`config.mk`:
```
export PLATFORM = sky130hd
export DESIGN_NAME = heartbeat_liveness_monitor
export DESIGN_NICKNAME = d
export VERILOG_FILES = /design/src/design/hlm_pkg.sv /design/src/design/heartbeat_liveness_monitor.sv /design/src/design/hlm_alive.sv /design/src/design/hlm_health.sv
export SDC_FILE = /design/constraint.sdc
export NUM_CORES = 2
export LEC_CHECK = 0
export ABC_CLOCK_PERIOD_IN_PS = 5600
export BUFFER_PORTS_ARGS = -buffer_cell sky130_fd_sc_hd__buf_2
export CORE_MARGIN = 3
export CORE_UTILIZATION = 45
export DETAILED_ROUTE_END_ITERATION = 16
export MAX_ROUTING_LAYER = met4
export PLACE_DENSITY = 0.64
export SLEW_MARGIN = 15
export SYNTH_ARGS = -nofsm -noshare
export SYNTH_HDL_FRONTEND = slang
export SYNTH_SLANG_ARGS = --single-unit
```
`constraint.sdc`:
```
create_clock -name clk_i -period 5.6 [get_ports clk_i]
set_input_delay 0.28 -clock clk_i [delete_from_list [all_inputs] [get_ports clk_i]]
set_output_delay 0.28 -clock clk_i [all_outputs]
set_load 0.01 [all_outputs]
```
`src/design/hlm_pkg.sv`:
```
`default_nettype none

package hlm_pkg;

  localparam int unsigned NUM_SUBSYSTEMS_DEF = 8;
  localparam int unsigned ALIVE_W            = 8;
  localparam int unsigned MASK_W             = 8;
  localparam int unsigned IDX_W              = 3;
  localparam int unsigned TIME_W             = 32;
  localparam int unsigned CFG_ADDR_W         = 2;
  localparam int unsigned CFG_DATA_W         = 32;
  localparam int unsigned S_TDATA_W          = 48;
  localparam int unsigned M_TDATA_W          = 48;

  localparam logic [TIME_W-1:0] RST_FRESH_MS   = 32'd3000;
  localparam logic [TIME_W-1:0] RST_HEALTHY_MS = 32'd30000;
  localparam logic [IDX_W-1:0]  RST_LINK_BIT   = 3'd2;

  typedef enum logic {
    FUNC_PING = 1'b0,
    FUNC_BEAT = 1'b1
  } func_e;

  typedef enum logic [CFG_ADDR_W-1:0] {
    REG_REQ_BITS       = 2'd0,
    REG_FRESH_WINDOW   = 2'd1,
    REG_HEALTHY_THRESH = 2'd2,
    REG_LINK_BIT_INDEX = 2'd3
  } cfg_reg_e;

  typedef struct packed {
    func_e              func;
    logic [MASK_W-1:0]  ping_mask;
    logic [TIME_W-1:0]  now_ms;
    logic               link_up;
  } item_t;

  typedef struct packed {
    logic [ALIVE_W-1:0] req_bits;
    logic [TIME_W-1:0]  fresh_window_ms;
    logic [TIME_W-1:0]  healthy_hold_ms;
    logic [IDX_W-1:0]   link_bit_index;
  } cfg_t;

endpackage

`default_nettype wire

```
`src/design/heartbeat_liveness_monitor.sv`:
```
// Heartbeat liveness monitor for up to eight subsystems.
// Input stream (s_axis): tuser selects ping (0) or heartbeat (1); tdata carries the
// ping mask, the millisecond time and the link-up flag. A ping stamps the time into
// the entry of the lowest set mask bit and gives no result. A heartbeat gives one
// result on the output stream (m_axis): alive mask, beat count after increment and
// a one-shot confirm flag once the required bits have stayed alive long enough.
// Configuration: cfg_valid_i/cfg_addr_i/cfg_data_i write one register per cycle
// (0 required mask, 1 freshness window, 2 healthy threshold, 3 link bit index);
// cfg_ready_o is always high. Write only while no item is in flight.
// Latency: a heartbeat goes through the input register, then the result register,
// to m_axis. Throughput: one item per cycle while m_axis does not stall, set by the
// single input register feeding eight parallel age compares and the result register.
// Reset clears all stamps (never pinged), the beat counter, the healthy timer and
// the confirm flag, and loads the register defaults.
// When the receiver stalls the result is held; pings keep flowing, and a heartbeat
// waits in the input register, after which s_axis_tready drops.
`default_nettype none

module heartbeat_liveness_monitor #(
  parameter int unsigned NumSubsystems = hlm_pkg::NUM_SUBSYSTEMS_DEF
) (
  input  logic                            clk_i,
  input  logic                            rst_ni,
  input  logic                            s_axis_tvalid,
  output logic                            s_axis_tready,
  // [7:0] ping_mask, [39:8] now_ms, [40] link_up, [47:41] zero
  input  logic [hlm_pkg::S_TDATA_W-1:0]   s_axis_tdata,
  // [0] func
  input  logic                            s_axis_tuser,
  output logic                            m_axis_tvalid,
  input  logic                            m_axis_tready,
  // [7:0] live_bits, [39:8] beat_count, [40] confirm_boot, [47:41] zero
  output logic [hlm_pkg::M_TDATA_W-1:0]   m_axis_tdata,
  input  logic                            cfg_valid_i,
  output logic                            cfg_ready_o,
  input  logic [hlm_pkg::CFG_ADDR_W-1:0]  cfg_addr_i,
  input  logic [hlm_pkg::CFG_DATA_W-1:0]  cfg_data_i
);
  import hlm_pkg::*;

  cfg_t               cfg_q;
  item_t              item_q;
  logic               in_valid_q;
  logic               advance;
  logic               is_beat;
  logic [ALIVE_W-1:0] alive;
  logic [TIME_W-1:0]  beat_count;
  logic               confirm;
  logic               out_valid_q;
  logic [ALIVE_W-1:0] out_alive_q;
  logic [TIME_W-1:0]  out_beat_q;
  logic               out_confirm_q;

  assign cfg_ready_o = 1'b1;

  always_ff @(posedge clk_i or negedge rst_ni) begin
    if (!rst_ni) begin
      cfg_q.req_bits        <= '0;
      cfg_q.fresh_window_ms <= RST_FRESH_MS;
      cfg_q.healthy_hold_ms <= RST_HEALTHY_MS;
      cfg_q.link_bit_index  <= RST_LINK_BIT;
    end else if (cfg_valid_i) begin
      case (cfg_reg_e'(cfg_addr_i))
        REG_REQ_BITS:       cfg_q.req_bits        <= cfg_data_i[ALIVE_W-1:0];
        REG_FRESH_WINDOW:   cfg_q.fresh_window_ms <= cfg_data_i[TIME_W-1:0];
        REG_HEALTHY_THRESH: cfg_q.healthy_hold_ms <= cfg_data_i[TIME_W-1:0];
        REG_LINK_BIT_INDEX: cfg_q.link_bit_index  <= cfg_data_i[IDX_W-1:0];
        default: ;
      endcase
    end
  end

  // a ping never needs the output register, so it always drains
  assign is_beat       = (item_q.func == FUNC_BEAT);
  assign advance       = in_valid_q && (!is_beat || !out_valid_q || m_axis_tready);
  assign s_axis_tready = !in_valid_q || advance;

  always_ff @(posedge clk_i or negedge rst_ni) begin
    if (!rst_ni) begin
      in_valid_q <= 1'b0;
    end else if (s_axis_tvalid && s_axis_tready) begin
      in_valid_q <= 1'b1;
    end else if (advance) begin
      in_valid_q <= 1'b0;
    end
  end

  always_ff @(posedge clk_i) begin
    if (s_axis_tvalid && s_axis_tready) begin
      item_q.func      <= func_e'(s_axis_tuser);
      item_q.ping_mask <= s_axis_tdata[7:0];
      item_q.now_ms    <= s_axis_tdata[39:8];
      item_q.link_up   <= s_axis_tdata[40];
    end
  end

  hlm_alive #(
    .NumSubsystems(NumSubsystems)
  ) u_alive (
    .clk_i    (clk_i),
    .rst_ni   (rst_ni),
    .ping_we_i(advance && !is_beat),
    .item_i   (item_q),
    .cfg_i    (cfg_q),
    .alive_o  (alive)
  );

  hlm_health u_health (
    .clk_i       (clk_i),
    .rst_ni      (rst_ni),
    .beat_we_i   (advance && is_beat),
    .now_ms_i    (item_q.now_ms),
    .alive_i     (alive),
    .cfg_i       (cfg_q),
    .beat_count_o(beat_count),
    .confirm_o   (confirm)
  );

  always_ff @(posedge clk_i or negedge rst_ni) begin
    if (!rst_ni) begin
      out_valid_q <= 1'b0;
    end else if (advance && is_beat) begin
      out_valid_q <= 1'b1;
    end else if (m_axis_tready) begin
      out_valid_q <= 1'b0;
    end
  end

  always_ff @(posedge clk_i) begin
    if (advance && is_beat) begin
      out_alive_q   <= alive;
      out_beat_q    <= beat_count;
      out_confirm_q <= confirm;
    end
  end

  assign m_axis_tvalid = out_valid_q;
  assign m_axis_tdata  = {7'd0, out_confirm_q, out_beat_q, out_alive_q};

endmodule

`default_nettype wire

```
`src/design/hlm_alive.sv`:
```
`default_nettype none

module hlm_alive #(
  parameter int unsigned NumSubsystems = hlm_pkg::NUM_SUBSYSTEMS_DEF
) (
  input  logic                         clk_i,
  input  logic                         rst_ni,
  input  logic                         ping_we_i,
  input  hlm_pkg::item_t               item_i,
  input  hlm_pkg::cfg_t                cfg_i,
  output logic [hlm_pkg::ALIVE_W-1:0]  alive_o
);
  import hlm_pkg::*;

  // Only the first eight subsystems can ever be pinged through an 8-bit mask
  localparam int unsigned StoreN = (NumSubsystems < ALIVE_W) ? NumSubsystems : ALIVE_W;

  logic [IDX_W-1:0]   low_idx;
  logic               mask_any;
  logic [ALIVE_W-1:0] fresh;

  always_comb begin
    low_idx = '0;
    for (int i = ALIVE_W - 1; i >= 0; i--) begin
      if (item_i.ping_mask[i]) begin
        low_idx = IDX_W'(i);
      end
    end
  end

  assign mask_any = |item_i.ping_mask;

  for (genvar g = 0; g < ALIVE_W; g++) begin : g_entry
    if (g < StoreN) begin : g_store
      logic [TIME_W-1:0] stamp_q;
      logic [TIME_W-1:0] age;

      always_ff @(posedge clk_i or negedge rst_ni) begin
        if (!rst_ni) begin
          stamp_q <= '0;
        end else if (ping_we_i && mask_any && (low_idx == IDX_W'(g))) begin
          stamp_q <= item_i.now_ms;
        end
      end

      // a zero stamp means never pinged
      assign age      = item_i.now_ms - stamp_q;
      assign fresh[g] = (stamp_q != '0) && (age < cfg_i.fresh_window_ms);
    end else begin : g_none
      assign fresh[g] = 1'b0;
    end
  end

  always_comb begin
    alive_o = fresh;
    alive_o[cfg_i.link_bit_index] = item_i.link_up;
  end

endmodule

`default_nettype wire

```
`src/design/hlm_health.sv`:
```
`default_nettype none

module hlm_health (
  input  logic                         clk_i,
  input  logic                         rst_ni,
  input  logic                         beat_we_i,
  input  logic [hlm_pkg::TIME_W-1:0]   now_ms_i,
  input  logic [hlm_pkg::ALIVE_W-1:0]  alive_i,
  input  hlm_pkg::cfg_t                cfg_i,
  output logic [hlm_pkg::TIME_W-1:0]   beat_count_o,
  output logic                         confirm_o
);
  import hlm_pkg::*;

  logic [TIME_W-1:0] beat_q, beat_d;
  logic [TIME_W-1:0] start_q, start_d;
  logic              confirmed_q, confirmed_d;
  logic              all_req;
  logic [TIME_W-1:0] held;

  assign all_req = (alive_i & cfg_i.req_bits) == cfg_i.req_bits;
  assign held    = now_ms_i - start_q;

  always_comb begin
    beat_d      = beat_q + TIME_W'(1);
    start_d     = start_q;
    confirmed_d = confirmed_q;
    confirm_o   = 1'b0;
    if (!confirmed_q) begin
      if (all_req) begin
        if (start_q == '0) begin
          start_d = now_ms_i;
        end else if (held >= cfg_i.healthy_hold_ms) begin
          confirmed_d = 1'b1;
          confirm_o   = 1'b1;
        end
      end else begin
        // dip: restart the timer
        start_d = '0;
      end
    end
  end

  assign beat_count_o = beat_d;

  always_ff @(posedge clk_i or negedge rst_ni) begin
    if (!rst_ni) begin
      beat_q      <= '0;
      start_q     <= '0;
      confirmed_q <= 1'b0;
    end else if (beat_we_i) begin
      beat_q      <= beat_d;
      start_q     <= start_d;
      confirmed_q <= confirmed_d;
    end
  end

endmodule

`default_nettype wire

```
# Yosys cells after proc, flatten, opt, wreduce, memory -nomap -nowiden

Cells that the tools add are included.

ROM bits: 0
Memory bits (writable): 0
Bits in registers: 481
Logic and storage cells: 127
Output and inout bits: 51
Latch bits: 0
Memories kept: 0

Multiplexer cells: 21
Reduce and logical (&&, ||, !) cells: 47
Equality and inequality tests: 12
Multipliers: 0
Shift-type cells: 0
Magnitude comparators: 11
Divide/modulo/power cells: 0
Bitwise operators: 2
Add/subtract/negate cells: 10

Operator list:

| cell                                                       | count |
|---|---|
| subtractor 32 bit                                          | 9 |
| less-than comparator 32 bit                                | 8 |
| nonzero test 32 bit                                        | 8 |
| two-way mux 32 bit                                         | 2 |
| adder 32 x 1 -> 32 bit, second input constant              | 1 |
| >= comparator 32 bit                                       | 1 |
| zero test 32 bit                                           | 1 |
| two-way mux 3 bit                                          | 8 |
| logical AND 1 bit                                          | 22 |
| equality test 3 bit, second input constant                 | 4 |
| two-way mux 1 bit                                          | 9 |
| bitwise AND 8 bit                                          | 1 |
| bitwise mux 8 bit                                          | 1 |
| equality test 8 bit                                        | 1 |
| AND reduction 2 bit                                        | 4 |
| OR reduction 8 bit                                         | 1 |
| equality test 3 x 2 -> 1 bit, second input constant        | 2 |
| equality test 2 bit, second input constant                 | 2 |
| less-than comparator 3 x 4 -> 1 bit, second input constant | 1 |
| nonzero test 2 bit                                         | 2 |
| demux 1 bit (select 3 bit)                                 | 1 |
| equality test 3 x 1 -> 1 bit, second input constant        | 1 |
| >= comparator 3 x 1 -> 1 bit, second input constant        | 1 |
| zero test 1 bit                                            | 3 |
| 7 further kinds                                            | 9 |

# Logic depth before layout (Yosys ltp)

Depth after elaboration: 10
Depth in mapped cells: 26
Depth with buffers taken out: 25

# By module

Synthesis repeated with hierarchy kept, for this count alone.

Cells, all modules: 4312
Area total of the unflattened synthesis: 40101.0 um^2

By module, submodules not included:

| module                     | seq. area each (um^2) | area an instance (um^2) | times used | cells an instance |
|---|---|---|---|---|
| hlm_alive                  | 6406.1                | 28727.6                 | 1          | 3317 |
| hlm_health                 | 1626.6                | 5853.1                  | 1          | 730 |
| heartbeat_liveness_monitor | 4438.0                | 5520.3                  | 1          | 265 |

# Worst setup path before layout

OpenSTA, ideal clock, no wires.

Kind: reg-to-reg
Start: register item_q[1] (netlist bit)
End: register u_health.start_q[10]
Library setup time: 73 ps
Path buffers: 1
Data arrival time: 5244 ps
Cell stages (with the launch flop): 27
Clock period less this slack: 5317 ps
Slack: 283 ps
Path through: edfxtp_1 > inv_1 > ha_1 > inv_1 > fa_1 > a21o_1 > a21oi_1 > o21ai_1 > a2111oi_0 > nor3_1 > a41oi_2 > o31ai_1 > o41a_1 > nor2_1 > a311oi_1 > ha_1 > a21o_1 > a21oi_1 > o221ai_1 > nand2b_1 > o31a_1 > o21ai_0 > a32o_1 > a311o_1 > o31ai_4 > buf_2 > a21boi_2

Cells in the longest elaborated chain, start to end: 8
Elaborated cells on any way between the ends: 30
Classes of those cells: 8 x add/sub; 8 x order compare; 2 x eq/ne; 2 x mux; 1 x bitwise; 9 x reduce/logical

Ends and longest elaborated chain:

| element                       | RTL line                         | RTL |
|---|---|---|
| start: declaration            | heartbeat_liveness_monitor.sv:42 | `item_t item_q;` |
| subtractor 32 bit             | hlm_alive.sv:47                  | `assign age = item_i.now_ms - stamp_q;` |
| less-than comparator 32 bit   | hlm_alive.sv:48                  | `assign fresh[g] = (stamp_q != '0) && (age < cfg_i.fresh_window_ms);` |
| logical AND 1 bit             | hlm_alive.sv:48                  |  |
| bitwise mux 8 bit *           | hlm_alive.sv:56                  | `alive_o[cfg_i.link_bit_index] = item_i.link_up;` |
| bitwise AND 8 bit *           | hlm_health.sv:21                 | `assign all_req = (alive_i & cfg_i.req_bits) == cfg_i.req_bits;` |
| equality test 8 bit *         | hlm_health.sv:21                 |  |
| != test 2 bit (no line)       | n/a                              |  |
| AND reduction 3 bit (no line) | n/a                              |  |
| end signal: assignment        | hlm_health.sv:53                 | `start_q <= start_d;` |
| end: declaration              | hlm_health.sv:16                 | `logic [TIME_W-1:0] start_q, start_d;` |

Mark *: on every way between the ends. The rest lies on a longest branch, timed or not.
A chain may end at the register's enable or synchronous reset.

# Final worst setup path

Start: register item_q[11] (netlist bit)
End: register u_health.start_q[26]

Same word-level chain as after synthesis.

==> summary by stage <==
Route
The detail-routed net length per standard cell is 19.4 um. The post-detailed-routing wire length is 109000 um. In this run, the number of DRC markers left after iteration 0 of detailed routing was 1494. The number of detailed-route iterations in the first pass is 5.

For this run, design rule violations remaining after detail routing come to 0. The routed layout has 31.4k vias. The count of nets left with antenna violations once routing finished came out at 0.

The routed via count divided by cell count is 5.61.

Final layout
The finished cells cover 45500 um^2. At the end of the flow the core is filled with cells to 54.0%. Across the whole layout, storage elements account for 12500 um^2. In the final design database the tool counted 5070 nets. The count of fill cells added during filler insertion is 7612. Of the cells placed in the final design, the portion with a size suffix greater than 1 is 20.7%. Compared with the post-synthesis result, the final layout area differs by 18.2%.

Summing all multi-input logic gate instances after layout gives 24800 um^2.

Yosys
After synthesis, the mean cell area works out to 9.64 um^2. Ranked by total cell area, the synthesized netlist is headed by dfrtp_1 (25%), ha_1 (18%), mux2_2 (8.6%), edfxtp_1 (6.5%), xnor2_1 (4.7%). The number of synthesized flops with an enable pin is 83.

During synthesis, Yosys emitted a total of 0 warnings. Summing the sequential cell areas from Yosys gives 32.4% of the chip area. The count of distinct cell types in the synthesized netlist is 79.

The instance count of the mapped netlist is 3993. The flop and latch count out of synthesis is 481. The post-synthesis cell type with the largest combined area is dfrtp_1. The most instantiated flip-flop cell in the synthesis netlist is dfrtp_1. The async set or reset register ratio after synthesis is 82.7%. The synthesized design devotes to its leading area cell type 24.9% of total area. The cell area after synthesis is 38500 um^2.

Placed design
Prior to clock tree synthesis, the placed netlist has a worst setup slack of -0.307 ns. Detailed placement ended at an HPWL of 84900 um. The total cell area at the placement stage is 42000 um^2. Buffers placed on the I/O ports in this run total 123. The placer's final routability congestion estimate is 0.952.

STA
For the pin with the worst max-slew slack, the measured transition is 1.19 ns. The clock tree skew after final layout is 0.0314 ns. The highest clock frequency the design can meet is 175 MHz. Setup repair after global routing could not meet its margin everywhere.

The number of setup violations in the final report is 17. The period utilization is 102%. The number of endpoints with negative hold slack in the final report is 0.

Subtracting the final worst setup slack from the clock period gives 5.70 ns. The count of final max-slew check failures was 0. In this run the tightest slew margin relative to its limit is 20.2%.

The setup slack after layout is -0.101 ns.

Power
The internal power of the cells totals 9.92 mW. Power comes to 16.0 mW. The share of total power dissipated in the clock network is 23.6%. The worst-case IR drop observed on VDD is 0.000277 V. The power share of the sequential group is 28.3%. In this run, the combinational gates consume 48.2% of the power. In this run the power density over the cells is 352 nW/um^2. The net switching power is 6.12 mW. Net switching is 38.1% of the power. In this run the static leakage power is 21.3 nW.

Die
The initial cell density of the core is 45.7%. The overall die width is 299 um. For this design the top-level I/O count stands at 139. The floorplan step defined a core boundary enclosing 84200 um^2. The die is 299 um tall. The row count is 106. The die covers 89100 um^2.

Clocking
TritonCTS created 56 clock buffers. The clock-pin transition on the worst setup and hold timing paths is 0.06 ns. The H-tree was split into 2 levels. Clock tree synthesis found a total of 481 sinks. The root buffer cell chosen for the clock tree is clkbuf_16. No sink is reached through more buffers than the 3 on the longest clock path. For the worst-skew pair, the clock arrives at the later sink with an insertion delay of 0.64 ns. TritonCTS built the clock tree.

Critical path
The largest fanout of any net on the critical path is 8. Across all register-to-register paths, the minimum setup slack is -0.10 ns. The capturing point of the worst reg2reg path is u_health.start_q[26]. The cell type of the slowest stage on the worst timing path is edfxtp_1. The largest single stage delay on the critical path is 0.37 ns. The startpoint identified for the worst register-to-register timing path is item_q[11].

The worst register-to-register path has a depth of 26. The type of the worst setup path is reg -> reg. The required time reported for the critical path endpoint is 6.17 ns. The most numerous cell type found on the critical path is a21oi_2.

The kind of end point of the critical path is a flop. The worst path arrival time is 6.27 ns. The kind of start point of the critical path is a flop.

Run
The tool flagged a number of max-cap violations equal to 0.

Status
The flow ran to the end, but the final reports show violations. The final reports fail on setup timing.

Global route
Global routing finished with a remaining overflow of 0. Across every metal layer, demand over resource in global routing totals 24.6%. The via count of the first global-routing pass is 31.9k. Entering global routing, the biggest net connects 104 pins. The initial antenna violation count was 1. The wire length of the first global-routing pass is 170000 um.

Min path
The worst min-delay path class is in -> reg. The end point of the most critical hold path is cfg_q[70]. The count of cells along the worst hold path is 2. The beginning of the worst hold path is cfg_data_i[3].
==> metal layers <==
metal	vias up	track usage, %	part of all wire (%)
met3	187	2.09	3.6
met5	-	-	0
met4	0	9.23	4.0
met1	15300	30.0	43
li1	15300	-	-
met2	567	42.6	49
==> cell usage in the layout (no fill, tap or decap), types with 57 or more instances in the layout <==
cell type / count
nor4_1: 76
nand2_1: 224
nor2_1: 182
nand4_1: 84
clkbuf_16: 57
dlygate4sd3_1: 71
buf_2: 122
a21o_1: 214
buf_4: 230
mux2_2: 293
dfrtp_1: 383
a21oi_1: 227
xor2_1: 104
ha_1: 542
inv_1: 402
xnor2_1: 208
o21ai_0: 140
edfxtp_1: 83
==> synth_stat cells (all sizes together) (77+ instances only) <==
cell	number
mux2	293
edfxtp	83
nand2	224
xor2	104
a21oi	254
nor4	77
a21o	214
ha	560
nand4	84
xnor2	208
inv	404
dfrtp	383
nor2	182
o21ai	159
==> how the worst max path moves through the flow <==
stage | startpoint | end | slack, ns | cells after the start
global placement | item_q[1] | u_health.start_q[1] | -0.28 | 27
CTS | item_q[1] | u_health.start_q[12] | -0.05 | 27
finish | item_q[11] | u_health.start_q[26] | -0.10 | 26
detailed placement | item_q[1] | u_health.start_q[26] | -0.31 | 27
floorplan | item_q[1] | u_health.start_q[10] | 0.28 | 26
global route | item_q[11] | u_health.start_q[14] | -0.32 | 26
==> area by class of cell <==
type	count	share of cell area, %
inverter	404	3.33
timing repair buffer	447	7.56
tap	1134	3.12
multi-input combinational	3023	54.5
clock buffer	80	3.50
clock inverter	25	0.632
antenna	1	0.00550
sequential	481	27.4
==> metrics by stage <==
step	std cells	TNS, ns	hold slack [ns]
after floorplan	3999	0	-0.0156
after detailed placement	5384	-9.00	0.386
after global placement	5384	-8.86	0.389
after CTS	5576	-0.748	0.0476
after global routing	5594	-8.45	0.0478
final	5595	-1.34	0.0762
==> worst max-delay path, delay by kind of cell (launching register included) <==
family | cells | cell delay (ns)
adders and majority gates | 2 | 0.54
DFF | 1 | 0.37
AOI/OAI and AO/OA | 16 | 3.38
xor gates and xnor gates | 1 | 0.15
and+or+nand+nor | 3 | 0.44
buffers and inverters | 4 | 0.73
==> power by group through the flow <==
stage	sequential (mW)	combinational [mW]	clock [mW]
final	4.53	7.73	3.78
after global routing	4.59	8.67	4.01
after CTS	4.53	7.52	3.87
after detailed placement	4.59	7.29	0
after global placement	4.58	7.15	0
after floorplan	4.44	5.24	0
==> what timing repair did <==
item	4_1_cts	5_1_grt
hold buffers	71	0
pin swaps	14	65
resized for setup	60	82
setup endpoints to repair	34	34
setup buffers	14	19
gates cloned	2	1
hold endpoints to repair	188	0
==> sequential cells by signal, summed over array words and instances (netlist names) <==
signal                           cells
item_q                              41
u_health.confirmed_q                 1
in_valid_q                           1
cfg_q                               75
is_beat                              1
out_alive_q                          8
u_alive.g_entry.g_store.stamp_q    256
u_health.beat_q                     32
u_health.start_q                    32
out_confirm_q                        1
m_axis_tvalid                        1
out_beat_q                          32
==> kinds of logic (layout without fill, tap and decap cells) <==
group | Yosys count | count (layout) | share of synthesized area (%)
AO/OA/AOI/OAI | 979 | 979 | 17.1
AND/OR/NAND/NOR | 861 | 861 | 11.2
adder cells (fa/ha/maj) | 569 | 569 | 18.7
buffers and inverters | 495 | 956 | 4.93
flip-flops | 481 | 481 | 32.4
XOR/XNOR | 312 | 312 | 7.10
multiplexers | 294 | 294 | 8.59
other | 2 | 9 | 0.0195
Power figures use the tool's default switching activity.
